**config.mk**
```make
export PLATFORM = sky130hd
export DESIGN_NAME = gpu_counter_boost_detector_unit
export DESIGN_NICKNAME = d
export VERILOG_FILES = /design/src/sv/cbd_pkg.sv /design/src/sv/cbd_divider.sv /design/src/sv/gpu_counter_boost_detector_unit.sv
export SDC_FILE = /design/constraint.sdc
export NUM_CORES = 1
export LEC_CHECK = 0
export ABC_AREA = 1
export BUFFER_PORTS_ARGS = -buffer_cell sky130_fd_sc_hd__buf_4
export CAP_MARGIN = 15
export CORE_MARGIN = 2
export CORE_UTILIZATION = 49
export CTS_CLUSTER_DIAMETER = 100
export CTS_CLUSTER_SIZE = 10
export DETAILED_ROUTE_END_ITERATION = 12
export PLACE_DENSITY = 0.77
export SYNTH_ARGS = -nofsm -noshare
export SYNTH_HDL_FRONTEND = slang
export SYNTH_SLANG_ARGS = --single-unit
```
**constraint.sdc**
```tcl
create_clock -name clock -period 17 [get_ports clock]
set_input_delay 1.7 -clock clock [delete_from_list [all_inputs] [get_ports clock]]
set_output_delay 1.7 -clock clock [all_outputs]
set_load 0.02 [all_outputs]
```
**src/sv/cbd_pkg.sv**
```systemverilog
package cbd_pkg;

   localparam int DATA_W = 32;
   localparam int CLK_W = 12;
   localparam int CNT_W = 3;
   localparam int DIV_CNT_W = $clog2(DATA_W + 1);

   localparam int REQ_DATA_W = 144;
   localparam int RSP_DATA_W = 104;

   localparam logic [0:0] REG_MONITOR_ENABLE = 1'b0;
   localparam logic [0:0] REG_CLOCK_LIMIT = 1'b1;

   localparam logic [CLK_W-1:0] CLOCK_LIMIT_RESET = 12'd4095;

   localparam logic [CNT_W-1:0] PERIOD_QUALIFY = 3'd5;
   localparam logic [DATA_W-1:0] ACTIVE_SCALE = 32'd100;
   localparam logic [DATA_W-1:0] LS_LIMIT = 32'd40;
   localparam logic [DATA_W-1:0] TOTAL_LIMIT = 32'd80;
   localparam logic [DATA_W-1:0] ARITH_WEIGHT = 32'd10;
   localparam logic [DATA_W-1:0] LS_WEIGHT = 32'd14;

   localparam logic [1:0] POLICY_NONE = 2'd0;
   localparam logic [1:0] POLICY_SAMPLING = 2'd1;
   localparam logic [1:0] POLICY_RESTORE = 2'd2;

   localparam logic [1:0] CMD_NONE = 2'd0;
   localparam logic [1:0] CMD_START = 2'd1;
   localparam logic [1:0] CMD_STOP = 2'd2;

   localparam logic STATUS_OK = 1'b0;
   localparam logic STATUS_FAIL = 1'b1;

   typedef struct packed {
      logic start;
      logic [DATA_W-1:0] dividend;
      logic [DATA_W-1:0] divisor;
   } div_req_type;

   typedef struct packed {
      logic done;
      logic [DATA_W-1:0] quotient;
   } div_rsp_type;

endpackage

```
**src/sv/cbd_divider.sv**
```systemverilog
module cbd_divider
   import cbd_pkg::*;
(
   input  logic        clock,
   input  logic        reset,
   input  div_req_type div_req,
   output div_rsp_type div_rsp
);

   logic [DATA_W-1:0]    rem_ff, rem_in;
   logic [DATA_W-1:0]    quo_ff, quo_in;
   logic [DATA_W-1:0]    divisor_ff, divisor_in;
   logic [DIV_CNT_W-1:0] cnt_ff, cnt_in;
   logic                 done_ff, done_in;
   logic [DATA_W+1:0]    trial;

   assign trial = {1'b0, rem_ff, quo_ff[DATA_W-1]} - {2'b00, divisor_ff};

   always_comb begin
      rem_in = rem_ff;
      quo_in = quo_ff;
      divisor_in = divisor_ff;
      cnt_in = cnt_ff;
      done_in = 1'b0;
      if (div_req.start) begin
         rem_in = '0;
         quo_in = div_req.dividend;
         divisor_in = div_req.divisor;
         cnt_in = DIV_CNT_W'(DATA_W);
      end else if (cnt_ff != '0) begin
         if (trial[DATA_W+1]) begin
            rem_in = {rem_ff[DATA_W-2:0], quo_ff[DATA_W-1]};
            quo_in = {quo_ff[DATA_W-2:0], 1'b0};
         end else begin
            rem_in = trial[DATA_W-1:0];
            quo_in = {quo_ff[DATA_W-2:0], 1'b1};
         end
         cnt_in = cnt_ff - 1'b1;
         done_in = (cnt_ff == DIV_CNT_W'(1));
      end
   end

   always_ff @(posedge clock) begin
      if (reset) begin
         cnt_ff <= '0;
         done_ff <= 1'b0;
      end else begin
         cnt_ff <= cnt_in;
         done_ff <= done_in;
      end
      rem_ff <= rem_in;
      quo_ff <= quo_in;
      divisor_ff <= divisor_in;
   end

   assign div_rsp.done = done_ff;
   assign div_rsp.quotient = quo_ff;

   a_done_after_busy: assert property (@(posedge clock) disable iff (reset)
      div_rsp.done |-> $past(cnt_ff) == DIV_CNT_W'(1))
      else $error("divider done without final step");

   a_start_nonzero: assert property (@(posedge clock) disable iff (reset)
      div_req.start |-> div_req.divisor != '0)
      else $error("divide started with zero divisor");

   a_no_restart_busy: assert property (@(posedge clock) disable iff (reset)
      div_req.start |-> (cnt_ff == '0) || (cnt_ff == DIV_CNT_W'(1)))
      else $error("divide restarted while busy");

endmodule

```
**src/sv/gpu_counter_boost_detector_unit.sv**
```systemverilog
// Activity-counter boost detector.
// req channel: one request per shader core per sampling period; tlast marks
// the last core. tdata carries the clock, the mapped and context flags and
// the four activity counters of that core, which are summed with wrap.
// rsp channel: exactly one result per last-core request, none otherwise.
// csr port: register 0 is the monitor enable, register 1 the clock limit;
// write only while no last-core request is in flight.
// A non-last request takes one cycle and may be taken back to back.
// A last-core request holds the block in S_CLOCK and S_DONE when monitoring
// or sampling is off or the context or buffer is missing, adds S_DIV_BASE
// and S_TEST when active/100 is zero and all division states otherwise:
// one shared radix-2 divider forms active/100, then the three utilizations
// in turn. The result turns valid at the edge that makes the block ready.
// req_tready is low from the last-core request until its result is loaded
// into the output register. A stalled receiver holds the result there; the
// block keeps taking non-last requests, and a further last-core request
// waits finished until the register frees.
// Synchronous reset clears sums, flags, counters and both registers to
// their defaults (monitor disabled, clock limit 4095).
module gpu_counter_boost_detector_unit
   import cbd_pkg::*;
(
   input  logic                  clock,
   input  logic                  reset,
   input  logic                  req_tvalid,
   output logic                  req_tready,
   // gpu_clock[11:0], counters_mapped[12], context_ready[13],
   // pipe_active[45:14], arith_count[77:46], loadstore_count[109:78],
   // texture_count[141:110], zero[143:142]
   input  logic [REQ_DATA_W-1:0] req_tdata,
   input  logic                  req_tlast,
   output logic                  rsp_tvalid,
   input  logic                  rsp_tready,
   // sampling_on[0], boost_clock[1], policy_change[3:2], counter_cmd[5:4],
   // status[6], util_arith[38:7], util_loadstore[70:39],
   // util_texture[102:71], zero[103]
   output logic [RSP_DATA_W-1:0] rsp_tdata,
   input  logic                  csr_we,
   input  logic [0:0]            csr_index,
   input  logic [CLK_W-1:0]      csr_wdata
);

   typedef enum logic [7:0] {
      S_IDLE     = 8'b0000_0001,
      S_CLOCK    = 8'b0000_0010,
      S_DIV_BASE = 8'b0000_0100,
      S_DIV_A    = 8'b0000_1000,
      S_DIV_L    = 8'b0001_0000,
      S_DIV_T    = 8'b0010_0000,
      S_TEST     = 8'b0100_0000,
      S_DONE     = 8'b1000_0000
   } state_type;

   state_type state_ff, state_in;

   logic              enable_ff;
   logic [CLK_W-1:0]  limit_ff;

   logic [DATA_W-1:0] sum_active_ff, sum_active_in;
   logic [DATA_W-1:0] sum_arith_ff, sum_arith_in;
   logic [DATA_W-1:0] sum_ls_ff, sum_ls_in;
   logic [DATA_W-1:0] sum_tex_ff, sum_tex_in;

   logic [CLK_W-1:0]  clk_ff, clk_in;
   logic              mapped_ff, mapped_in;
   logic              ctx_ff, ctx_in;

   logic              sampling_ff, sampling_in;
   logic              boost_ff, boost_in;
   logic [CNT_W-1:0]  below_ff, below_in;
   logic [CNT_W-1:0]  start_cnt_ff, start_cnt_in;
   logic [CNT_W-1:0]  stop_cnt_ff, stop_cnt_in;

   logic [1:0]        policy_ff, policy_in;
   logic [1:0]        cmd_ff, cmd_in;
   logic              status_ff, status_in;
   logic [DATA_W-1:0] ua_ff, ua_in;
   logic [DATA_W-1:0] ul_ff, ul_in;
   logic [DATA_W-1:0] ut_ff, ut_in;
   logic [DATA_W-1:0] scale_ff, scale_in;

   logic                  rsp_valid_ff, rsp_valid_in;
   logic [RSP_DATA_W-1:0] rsp_data_ff, rsp_data_in;

   div_req_type div_req;
   div_rsp_type div_rsp;

   logic              req_fire;
   logic [CNT_W-1:0]  below_inc;
   logic [CNT_W-1:0]  start_inc;
   logic [CNT_W-1:0]  stop_inc;
   logic [DATA_W-1:0] total;
   logic [DATA_W-1:0] arith_weighted;
   logic [DATA_W-1:0] ls_weighted;
   logic              test_pass;
   logic              out_free;

   cbd_divider u_divider (
      .clock   (clock),
      .reset   (reset),
      .div_req (div_req),
      .div_rsp (div_rsp)
   );

   assign req_tready = (state_ff == S_IDLE);
   assign req_fire = req_tvalid && req_tready;
   assign out_free = !rsp_valid_ff || rsp_tready;

   assign below_inc = below_ff + 1'b1;
   assign start_inc = start_cnt_ff + 1'b1;
   assign stop_inc = stop_cnt_ff + 1'b1;

   assign total = ua_ff + ul_ff + ut_ff;
   assign arith_weighted = ua_ff * ARITH_WEIGHT;
   assign ls_weighted = ul_ff * LS_WEIGHT;
   assign test_pass = (arith_weighted > ls_weighted) && (ul_ff < LS_LIMIT)
                      && (total > TOTAL_LIMIT) && !total[DATA_W-1];

   always_comb begin
      state_in = state_ff;
      sum_active_in = sum_active_ff;
      sum_arith_in = sum_arith_ff;
      sum_ls_in = sum_ls_ff;
      sum_tex_in = sum_tex_ff;
      clk_in = clk_ff;
      mapped_in = mapped_ff;
      ctx_in = ctx_ff;
      sampling_in = sampling_ff;
      boost_in = boost_ff;
      below_in = below_ff;
      start_cnt_in = start_cnt_ff;
      stop_cnt_in = stop_cnt_ff;
      policy_in = policy_ff;
      cmd_in = cmd_ff;
      status_in = status_ff;
      ua_in = ua_ff;
      ul_in = ul_ff;
      ut_in = ut_ff;
      scale_in = scale_ff;
      rsp_valid_in = rsp_valid_ff && !rsp_tready;
      rsp_data_in = rsp_data_ff;
      div_req.start = 1'b0;
      div_req.dividend = sum_active_ff;
      div_req.divisor = ACTIVE_SCALE;

      case (state_ff)
         S_IDLE: begin
            if (req_fire) begin
               sum_active_in = sum_active_ff + req_tdata[45:14];
               sum_arith_in = sum_arith_ff + req_tdata[77:46];
               sum_ls_in = sum_ls_ff + req_tdata[109:78];
               sum_tex_in = sum_tex_ff + req_tdata[141:110];
               clk_in = req_tdata[11:0];
               mapped_in = req_tdata[12];
               ctx_in = req_tdata[13];
               if (req_tlast) begin
                  state_in = S_CLOCK;
               end
            end
         end
         S_CLOCK: begin
            policy_in = POLICY_NONE;
            cmd_in = CMD_NONE;
            status_in = STATUS_OK;
            ua_in = '0;
            ul_in = '0;
            ut_in = '0;
            state_in = S_DONE;
            if (enable_ff) begin
               if (!sampling_ff && clk_ff >= limit_ff) begin
                  policy_in = POLICY_SAMPLING;
                  sampling_in = 1'b1;
                  cmd_in = mapped_ff ? CMD_NONE : CMD_START;
                  start_cnt_in = '0;
                  below_in = '0;
               end else if (sampling_ff && clk_ff < limit_ff) begin
                  below_in = below_inc;
                  if (below_inc > PERIOD_QUALIFY) begin
                     cmd_in = mapped_ff ? CMD_STOP : CMD_NONE;
                     sampling_in = 1'b0;
                     policy_in = POLICY_RESTORE;
                     below_in = '0;
                     boost_in = 1'b0;
                  end
               end
               if (sampling_in) begin
                  if (!ctx_ff || !mapped_ff) begin
                     status_in = STATUS_FAIL;
                  end else begin
                     div_req.start = 1'b1;
                     state_in = S_DIV_BASE;
                  end
               end
            end
         end
         S_DIV_BASE: begin
            if (div_rsp.done) begin
               scale_in = div_rsp.quotient;
               if (div_rsp.quotient == '0) begin
                  state_in = S_TEST;
               end else begin
                  div_req.start = 1'b1;
                  div_req.dividend = sum_arith_ff;
                  div_req.divisor = div_rsp.quotient;
                  state_in = S_DIV_A;
               end
            end
         end
         S_DIV_A: begin
            div_req.dividend = sum_ls_ff;
            div_req.divisor = scale_ff;
            if (div_rsp.done) begin
               ua_in = div_rsp.quotient;
               div_req.start = 1'b1;
               state_in = S_DIV_L;
            end
         end
         S_DIV_L: begin
            div_req.dividend = sum_tex_ff;
            div_req.divisor = scale_ff;
            if (div_rsp.done) begin
               ul_in = div_rsp.quotient;
               div_req.start = 1'b1;
               state_in = S_DIV_T;
            end
         end
         S_DIV_T: begin
            if (div_rsp.done) begin
               ut_in = div_rsp.quotient;
               state_in = S_TEST;
            end
         end
         S_TEST: begin
            if (test_pass) begin
               start_cnt_in = start_inc;
               stop_cnt_in = '0;
               if (start_inc > PERIOD_QUALIFY) begin
                  boost_in = 1'b1;
                  start_cnt_in = '0;
               end
            end else begin
               stop_cnt_in = stop_inc;
               start_cnt_in = '0;
               if (stop_inc > PERIOD_QUALIFY) begin
                  boost_in = 1'b0;
                  stop_cnt_in = '0;
               end
            end
            state_in = S_DONE;
         end
         S_DONE: begin
            if (out_free) begin
               rsp_valid_in = 1'b1;
               rsp_data_in = {1'b0, ut_ff, ul_ff, ua_ff, status_ff, cmd_ff, policy_ff,
                              boost_ff, sampling_ff};
               sum_active_in = '0;
               sum_arith_in = '0;
               sum_ls_in = '0;
               sum_tex_in = '0;
               state_in = S_IDLE;
            end
         end
         default: begin
            state_in = S_IDLE;
         end
      endcase
   end

   always_ff @(posedge clock) begin
      if (reset) begin
         state_ff <= S_IDLE;
         enable_ff <= 1'b0;
         limit_ff <= CLOCK_LIMIT_RESET;
         sum_active_ff <= '0;
         sum_arith_ff <= '0;
         sum_ls_ff <= '0;
         sum_tex_ff <= '0;
         sampling_ff <= 1'b0;
         boost_ff <= 1'b0;
         below_ff <= '0;
         start_cnt_ff <= '0;
         stop_cnt_ff <= '0;
         rsp_valid_ff <= 1'b0;
      end else begin
         state_ff <= state_in;
         if (csr_we && csr_index == REG_MONITOR_ENABLE) begin
            enable_ff <= csr_wdata[0];
         end
         if (csr_we && csr_index == REG_CLOCK_LIMIT) begin
            limit_ff <= csr_wdata;
         end
         sum_active_ff <= sum_active_in;
         sum_arith_ff <= sum_arith_in;
         sum_ls_ff <= sum_ls_in;
         sum_tex_ff <= sum_tex_in;
         sampling_ff <= sampling_in;
         boost_ff <= boost_in;
         below_ff <= below_in;
         start_cnt_ff <= start_cnt_in;
         stop_cnt_ff <= stop_cnt_in;
         rsp_valid_ff <= rsp_valid_in;
      end
      clk_ff <= clk_in;
      mapped_ff <= mapped_in;
      ctx_ff <= ctx_in;
      policy_ff <= policy_in;
      cmd_ff <= cmd_in;
      status_ff <= status_in;
      ua_ff <= ua_in;
      ul_ff <= ul_in;
      ut_ff <= ut_in;
      scale_ff <= scale_in;
      rsp_data_ff <= rsp_data_in;
   end

   assign rsp_tvalid = rsp_valid_ff;
   assign rsp_tdata = rsp_data_ff;

   a_boost_needs_sampling: assert property (@(posedge clock) disable iff (reset)
      boost_ff |-> sampling_ff)
      else $error("boost flag set while sampling is off");

   a_last_blocks: assert property (@(posedge clock) disable iff (reset)
      (req_fire && req_tlast) |=> !req_tready)
      else $error("request taken during period close");

   a_counts_bounded: assert property (@(posedge clock) disable iff (reset)
      (below_ff <= PERIOD_QUALIFY) && (start_cnt_ff <= PERIOD_QUALIFY)
      && (stop_cnt_ff <= PERIOD_QUALIFY))
      else $error("qualify counter out of range");

   a_sums_cleared: assert property (@(posedge clock) disable iff (reset)
      (state_ff == S_DONE && out_free) |=> (sum_active_ff == '0) && (sum_tex_ff == '0))
      else $error("sums not cleared after period");

endmodule
```
* Word level (Yosys, flattened, before mapping) *
Cells that the tools add are included.

cells by class
  $add $sub $neg = 11
  multiply operators = 2
  order comparisons = 8
  equal/unequal tests = 23
  multiplexer cells = 73
  bitwise operators = 4
  reduce and logical (&&, ||, !) cells = 43

operators with widths
  cell                   number
  $pmux 32 s2            7
  $mux 32                9
  $add 32x32->32         6
  $pmux 64 s3            1
  $mux 65                2
  $mux 8                 10
  $mul 32x3->31 const B  2
  $pmux 8 s8             1
  $sub 33x32->34         1
  $gt 32x32->1           1
  $gt 32x7->1 const B    1
  $logic_not 32->1       1
  $lt 32x6->1 const B    1
  $mux 3                 9
  $mux 1                 23
  $reduce_and 2->1       8
  $reduce_and 7->1       2
  $reduce_bool 2->1      7
  $ge 12x12->1           1
  $lt 12x12->1           1
  $mux 6                 2
  $ne 2x1->1 const B     6
  $ne 2x2->1 const B     6
  $mux 2                 5
  other kinds (25)       51

word-level totals
  bits in registers = 514
  input bits = 163
  word-level logic and storage cells = 195

* Logic depth before layout (Yosys ltp) *
Gate-level depths: netlist (run 1).

  word-level depth = 11
  gate-level depth with buffers = 30
  depth with buffers taken out = 30

* Modules after synthesis *
From an unflattened synthesis (run 1), not the netlist that was laid out.

unflattened totals
  cell total of the unflattened synthesis = 4708
  area, all modules = 36187.2 µm²

by module, submodules not included
  module                           instances  cells an instance  area an instance (µm²)  seq. area each (µm²)
  gpu_counter_boost_detector_unit  1          3719               29346.9                 10730.3
  cbd_divider                      1          989                6840.3                  2702.6

* Worst setup path before layout (run 1) *
Ideal clock, no wire load.

  path type = input port to flip-flop
  start = input rsp_tready
  end = register rsp_data_ff[0] (netlist: rsp_tdata[0]), enable pin
  library setup time = 0.599 ns
  data arrival time = 6.757 ns
  slack = 9.645 ns
  stages on the path = 2
  path buffers = 0
  cell sequence = inv_1 > a21oi_1

on the way
  longest elaborated chain between the ends = 2

ends and longest elaborated chain
  item                        line                                    source
  from (decl)                 gpu_counter_boost_detector_unit.sv:33   input logic rsp_tready,
  $logic_or 1x1->1            gpu_counter_boost_detector_unit.sv:107  assign out_free = !rsp_valid_ff || rsp_tready;
  $reduce_and 2->1 (no line)  -
  to (signal assigned)        gpu_counter_boost_detector_unit.sv:313  rsp_data_ff <= rsp_data_in;
  to (decl)                   gpu_counter_boost_detector_unit.sv:83   logic [RSP_DATA_W-1:0] rsp_data_ff, rsp_data_in;

Every way passes these cells.
A chain may end at the register's enable or synchronous reset.

* Worst setup path in the final report (run 1) *
  start = register ul_ff[5]
  end = register start_cnt_ff[1]

on the way
  longest elaborated chain between the ends = 7
  elaborated cells on any way between the ends = 12
  those cells by class = 2 x add/sub; 1 x mul; 3 x order compare; 2 x mux; 4 x reduce/logical

ends and longest elaborated chain
  item                                              line                                                                            source
  from (decl)                                       gpu_counter_boost_detector_unit.sv:78                                           logic [DATA_W-1:0] ul_ff, ul_in;
  from (signal assigned)                            gpu_counter_boost_detector_unit.sv:310                                          ul_ff <= ul_in;
  $mul 32x3->31 or $add 32x32->32 (tied branches)   gpu_counter_boost_detector_unit.sv:115, gpu_counter_boost_detector_unit.sv:113
  $gt 32x32->1 or $add 32x32->32 (tied branches)    gpu_counter_boost_detector_unit.sv:116, gpu_counter_boost_detector_unit.sv:113
  $logic_and 1x1->1 or $gt 32x7->1 (tied branches)  gpu_counter_boost_detector_unit.sv:116, gpu_counter_boost_detector_unit.sv:117
  $logic_and 1x1->1                                 gpu_counter_boost_detector_unit.sv:117                                          && (total > TOTAL_LIMIT) && !total[DATA_W-1];
  $logic_and 1x1->1 *                               gpu_counter_boost_detector_unit.sv:117
  $mux 3 *                                          gpu_counter_boost_detector_unit.sv:234                                          if (test_pass) begin
  $pmux 3 s2 *                                      gpu_counter_boost_detector_unit.sv:146                                          case (state_ff)
  to (signal assigned)                              gpu_counter_boost_detector_unit.sv:299                                          start_cnt_ff <= start_cnt_in;
  to (decl)                                         gpu_counter_boost_detector_unit.sv:71                                           logic [CNT_W-1:0] start_cnt_ff, start_cnt_in;

Mark *: on every way between the ends. The rest lies on a longest branch, timed or not.

==> results of run 1 <==
[power groups by stage]
stage	clock network [mW]	logic, mW	registers (mW)
6_report	1.14	3.04	1.90
2_1_floorplan	0	2.31	1.81
3_3_place_gp	0	2.96	1.91
3_5_place_dp	0	3.01	1.92
5_1_grt	1.22	3.44	1.92
4_1_cts	1.16	3.03	1.89
[worst max path at each step]
| stage | cells past startpoint | endpoint | from |
|---|---|---|---|
| floorplan | 2 | rsp_tdata[0] | rsp_tready |
| global placement | 25 | start_cnt_ff[1] | ul_ff[5] |
| detailed placement | 25 | start_cnt_ff[1] | ul_ff[5] |
| CTS | 25 | start_cnt_ff[1] | ul_ff[5] |
| global route | 25 | start_cnt_ff[1] | ul_ff[5] |
| finish | 25 | start_cnt_ff[1] | ul_ff[5] |
[layout by cell type (no fill, tap or decap), types with 47 or more instances in the layout]
cell type and n:
clkbuf_16 57, fa_1 67, xor2_1 56, or2_2 69, nor2_1 356, inv_1 474, nand4_1 47, xnor2_1 50
ha_1 339, edfxtp_1 314, dfxtp_1 200, a21oi_1 445, nand2_1 958, o21ai_0 232, buf_4 286, nand3_1 201
[layer usage]
layer	global-route usage, %	wire, um	up-vias	share of wire (%)
met5	0	11	-	0.011
met4	11.8	4570	2	4.5
met3	3.11	5200	202	5.2
met2	48.2	49900	870	49
met1	32.6	41300	14300	41
li1	-	-	15400	-
[flip-flops by register name, indices dropped and copies added (netlist names), 2 cells and up]
signal / count
u_divider.cnt_ff: 6
u_divider.rem_ff: 32
stop_cnt_ff: 3
sum_active_ff: 32
state_ff: 8
policy_ff: 2
cmd_ff: 2
sum_tex_ff: 32
u_divider.quo_ff: 32
ut_ff: 32
u_divider.divisor_ff: 32
below_ff: 3
clk_ff: 12
ul_ff: 32
rsp_tdata: 103
scale_ff: 32
ua_ff: 32
limit_ff: 12
sum_arith_ff: 32
start_cnt_ff: 3
sum_ls_ff: 32
[final cells by class]
| cell class | count | area (um2) |
|---|---|---|
| Antenna cell | 2 | 5.00 |
| Multi-Input combinational cell | 3250 | 19600 |
| Clock inverter | 4 | 71.3 |
| Clock buffer | 97 | 1590 |
| Inverter | 485 | 1820 |
| Tap cell | 950 | 1190 |
| Fill cell | 6498 | 31600 |
| Timing Repair Buffer | 286 | 2150 |
| Sequential cell | 514 | 13400 |
[per-stage QoR]
stage | area (um2) | setup WS (ns) | power [mW] | util [%] | hold WS, ns
global placement | 38200 | 11.40 | 4.87 | 53.5 | 0.405
detailed placement | 38200 | 11.31 | 4.93 | 53.5 | 0.408
CTS | 39900 | 11.29 | 6.08 | 55.8 | 0.422
floorplan | 35300 | 9.64 | 4.12 | - | 0.400
finish | 39900 | 11.29 | 6.08 | 55.8 | 0.420
global route | 39900 | 10.87 | 6.58 | 55.8 | 0.430
[kinds of logic after synthesis]
| kind of cell | after synthesis | share of synthesized area (%) |
|---|---|---|
| XOR/XNOR | 106 | 2.63 |
| flip-flops | 514 | 38.0 |
| other | 1 | 0.0106 |
| AND/OR/NAND/NOR | 1743 | 20.9 |
| AO/OA/AOI/OAI | 994 | 16.1 |
| buffers and inverters | 578 | 6.49 |
| adder cells (fa/ha/maj) | 406 | 15.8 |
==> results.toml, run 1 <==
[run_status]
status = "complete, no violations"

[timing]
slew_viol_final = 0
setup_tns_ns = 0
rsz0062_at_grt = "false"
final-hold-violation-count = 0
fmax_mhz = 175
worst_slew_pin_slew_ns = 1.15
slew_headroom_pct = 23.0
min_period_ns = 5.71
clock-skew-final_ns = 0.0244
finalSetupViolations = 0
period_share_pct = 33.6

[critical_path]
worstPathMaxFanout = 7
worst-r2r-cell-count = 25
critPathSlowestCell = "edfxtp_1"
rrSetupSlack_ns = 11.29
critical_path_class = "reg2reg"
cp_num_buf_inv = 0
reg2reg_from = "ul_ff[5]"
worstSetupEndpointType = "flip-flop"
start_kind = "flip-flop"
rr_endpoint = "start_cnt_ff[1]"
cp.arrival_ns = 6.27
crit_path_max_incr_delay_ns = 0.63
crit_family = "compound AO/OA/AOI/OAI gates"
cp.required_ns = 17.57

[detailed_routing]
drt_iter0_drc = 2112
wire_per_inst_um = 18.1
via_per_inst = 5.52
ant_nets = 0
drt-total-wl_mm = 101
vias = 30800
detailedRoute.firstPassIterationCount = 5
route.detailed.drc = 0

[clock_tree]
cts_hold_buffers = 0
root_buffer = "clkbuf_16"
cts_max_level = 2
cts_buffers = 57
clk_pin_slew_worst_paths_ns = 0.06
cts_buffer_depth = 3
postCtsSetupBuffers = 0
clk_latency_ns = 0.63
cts_tree = "yes"
clock-sinks = 514
cts-resized-gates = 0

[yosys]
synth_commonest_cells = "nand2_1, inv_1, a21oi_1"
ys_warn_count = 0
async_reset_ff_share_pct = 0
synth_top_area_share_pct = 26.7
netlist_instances = 4342
yosysMostFrequentCell = "nand2_1"
synthesis.area_um2 = 35300
synth-edff-count = 314
synth_seq_cells = 514
synth_ff_type = "edfxtp_1"
yosysTopAreaCell = "edfxtp_1"
synthDistinctLibCells = 61
syn_nets = 4911
synth.area.top_cells = "edfxtp_1, ha_1, dfxtp_1, nand2_1, a21oi_1"
synth.avg_cell_area_um2 = 8.13
synth_seq_area_share_pct = 38.0

[power]
p_leak_nw = 17.8
internal-power_mw = 3.36
clkPwrFrac_pct = 18.7
power_density_nw_per_um2 = 153
combinationalPowerShare_pct = 50.0
pwr-share-seq_pct = 31.2
swShare_pct = 44.8
p_sw_mw = 2.73
vdd_drop_max_mv = 0.117

[hold_path]
whs_path_depth = 0
min_path_type = "reg2reg"
min-delay-start = "policy_ff[0]"
whs_endpoint = "rsp_tdata[2]"

[floorplan]
rows = 98
start_util_pct = 49.4
die_area_um2 = 74200
core_um2 = 71500
io_pins = 269
dieWidth_um = 272
die_y_um = 272

[global_routing]
grt_overflow = 0
grt_pass1_vias = 30200
grt_pass1_wl_mm = 158
grt_max_degree = 89
antenna_found_initial = 2
track_usage_pct = 27.0

[cells_and_area]
syn2layout_area_growth_pct = 13.0
stdcell_count = 5588
drive_gt1_share_pct = 9.94
nNetsFinal = 5163

[placed_design]
io_buffers = 265
gp_congestion = 0.942
numPlacedInstances = 5485
hpwl_mm = 79.8

[run]
max_cap_viol_count = 0
Note: power is estimated with default switching activity, not from simulation.
==> inputs of run 2 (changes only) <==
Settings changed: PLACE_DENSITY 0.77 to 0.8.
Clock period 17 ns to 4.7 ns, I/O delays scaled along.
==> run 2 against run 1 <==
Compared with the run above: clock skew is 0.020 ns higher; global-route usage rose by 1.1 points; the flow now finishes with violations (negative setup slack); via count up 3.7%; clock-buffer cell count down 3; sequential cell count stayed put; first-iteration DRC count is 21% higher; fmax grew 21%; combinational power rose to 3.8 times the previous value; design area up 3.3%; wire length increased by 5.0%; non-clock buffer count is 127 higher; final cell count is 2.3% higher.
==> results.toml, run 2 (same netlist as run 1, synthesis figures left out) <==
[placed_design]
io_buffers = 265
gp_congestion = 0.996
place_area_um2 = 38800
hpwl_mm = 82.3
numPlacedInstances = 5561

[hold_path]
min_path_type = "in2reg"

[detailed_routing]
vias = 32000
detailedRoute.firstPassIterationCount = 8
via_per_inst = 5.60
drt_iter0_drc = 2559
route.detailed.drc = 0
drt-total-wl_mm = 106
ant_nets = 0
wire_per_inst_um = 18.6

[floorplan]
die_area_um2 = 74200
dieWidth_um = 272
rows = 98
die_y_um = 272
io_pins = 269
core_um2 = 71500
start_util_pct = 49.4

[critical_path]
cp.required_ns = 5.27
worstSetupEndpointType = "flip-flop"
worstPathMaxFanout = 4
rrSetupSlack_ns = -0.003
crit_end = "stop_cnt_ff[2]"
cp.arrival_ns = 5.28
start_kind = "flip-flop"
cp-startpoint = "ul_ff[3]"
rr_endpoint = "stop_cnt_ff[2]"
worst-r2r-cell-count = 27
critical_path_class = "reg2reg"
reg2reg_from = "ul_ff[3]"

[global_routing]
top_usage_layer = "met2"
grt_overflow = 0
use_met1_pct = 34.1
grt_use_met2_pct = 49.1
grt_util_met3_pct = 3.69
track_usage_pct = 28.1
antenna_found_initial = 5
grt_pass1_vias = 31300
grt_max_degree = 149
grt_pass1_wl_mm = 165

[clock_tree]
cts_buffers = 57
clk_latency_ns = 0.64
cts_buffer_depth = 3
root_buffer = "clkbuf_16"
clock-sinks = 514
cts_max_level = 2
cts_tree = "yes"
clk_pin_slew_worst_paths_ns = 0.06

[cells_and_area]
final_cell_mix = "nand2_1, inv_1, a21oi_1, buf_4, nor2_1"
seq_area_um2 = 13400
final_util_pct = 57.7
drive_gt1_share_pct = 13.2
largest_reg_flops = 103
nNetsFinal = 5290
num-fill-cells = 6301
multi_input_area_um2 = 20000
final_area_um2 = 41200
stdcell_count = 5714
final_common_cell = "nand2_1"
syn2layout_area_growth_pct = 16.7

[timing]
slew_headroom_pct = 26.4
slew_viol_final = 0
finalSetupViolations = 1
final-hold-violation-count = 0
whs_ns = 0.0478
rsz0062_at_grt = "true"
min_period_ns = 4.70
fmax_mhz = 213
setup_ws_ns = -0.00289
clock-skew-final_ns = 0.0445
worst_slew_pin_slew_ns = 1.10
period_share_pct = 100

[power]
p_leak_nw = 18.4
vdd_drop_max_mv = 0.564
p_total_mw = 22.7
power_density_nw_per_um2 = 550

[run_status]
violations = "negative setup slack"
status = "finished with violations"

[run]
max_cap_viol_count = 0
run 2: area by class of cell:
| cell class | count | area share (%) |
|---|---|---|
| flip-flops and latches | 514 | 32.6 |
| clock buffers | 94 | 3.80 |
| inverters | 485 | 4.42 |
| diodes | 3 | 0.0182 |
| repair buffers | 413 | 7.71 |
| well taps | 950 | 2.88 |
| multi-input cells | 3250 | 48.4 |
| clock inverters | 5 | 0.176 |
run 2: metal layers:
metal / wire, um / vias to the layer above
met3: 6450 / 248
met5: 30 / -
li1: - / 15700
met4: 5260 / 4
met1: 42200 / 15000
met2: 52100 / 1091
run 2: what timing repair did:
| action | in CTS | in global routing |
|---|---|---|
| setup endpoints to repair | 7 | 7 |
| buffers inserted | 9 | 30 |
| pin swaps | 13 | 40 |
| hold buffers | 14 | 0 |
| hold endpoints to repair | 14 | 0 |
| gates resized for setup | 21 | 44 |
run 2: worst min path at each step:
stage	start	endpoint	depth (start not counted)
finish	csr_wdata[0]	limit_ff[0]	3
global route	csr_wdata[3]	limit_ff[3]	3
CTS	csr_wdata[11]	limit_ff[11]	3
detailed placement	policy_ff[0]	rsp_tdata[2]	0
global placement	cmd_ff[0]	rsp_tdata[4]	0
floorplan	policy_ff[0]	rsp_tdata[2]	0
run 2: metrics by stage:
stage | setup slack, ns | setup TNS [ns]
after floorplan | 0.439 | 0
after global placement | -0.155 | -0.519
after detailed placement | -0.247 | -1.18
after CTS | 0.0157 | 0
after global routing | -0.306 | -1.53
final | -0.00289 | -0.00289
run 2: report_power, final:
group	leakage, nW	switching (mW)	internal (mW)
sequential	4.49	0.972	5.91
clock	0.779	1.84	2.26
combinational	13.1	7.42	4.28
total	18.4	10.2	12.4
run 2: critical path, stage by stage, from the launching register on:
cell,delay (ns)
edfxtp_1,0.46
buf_4,0.18
fa_1,0.49
ha_4,0.32
inv_1,0.07
nor3_2,0.21
a21oi_2,0.10
o21ai_2,0.18
a21oi_2,0.11
o21ai_2,0.17
a21oi_1,0.08
buf_4,0.15
o21ai_4,0.13
nand2_2,0.07
nand4_1,0.08
nand2_2,0.08
ha_4,0.28
buf_4,0.09
nand4_1,0.16
buf_4,0.20
nor3_2,0.20
nor2_1,0.09
nand3_2,0.10
nor2_4,0.08
nand2_2,0.09
nand2_2,0.07
or2_1,0.25
a21oi_2,0.13
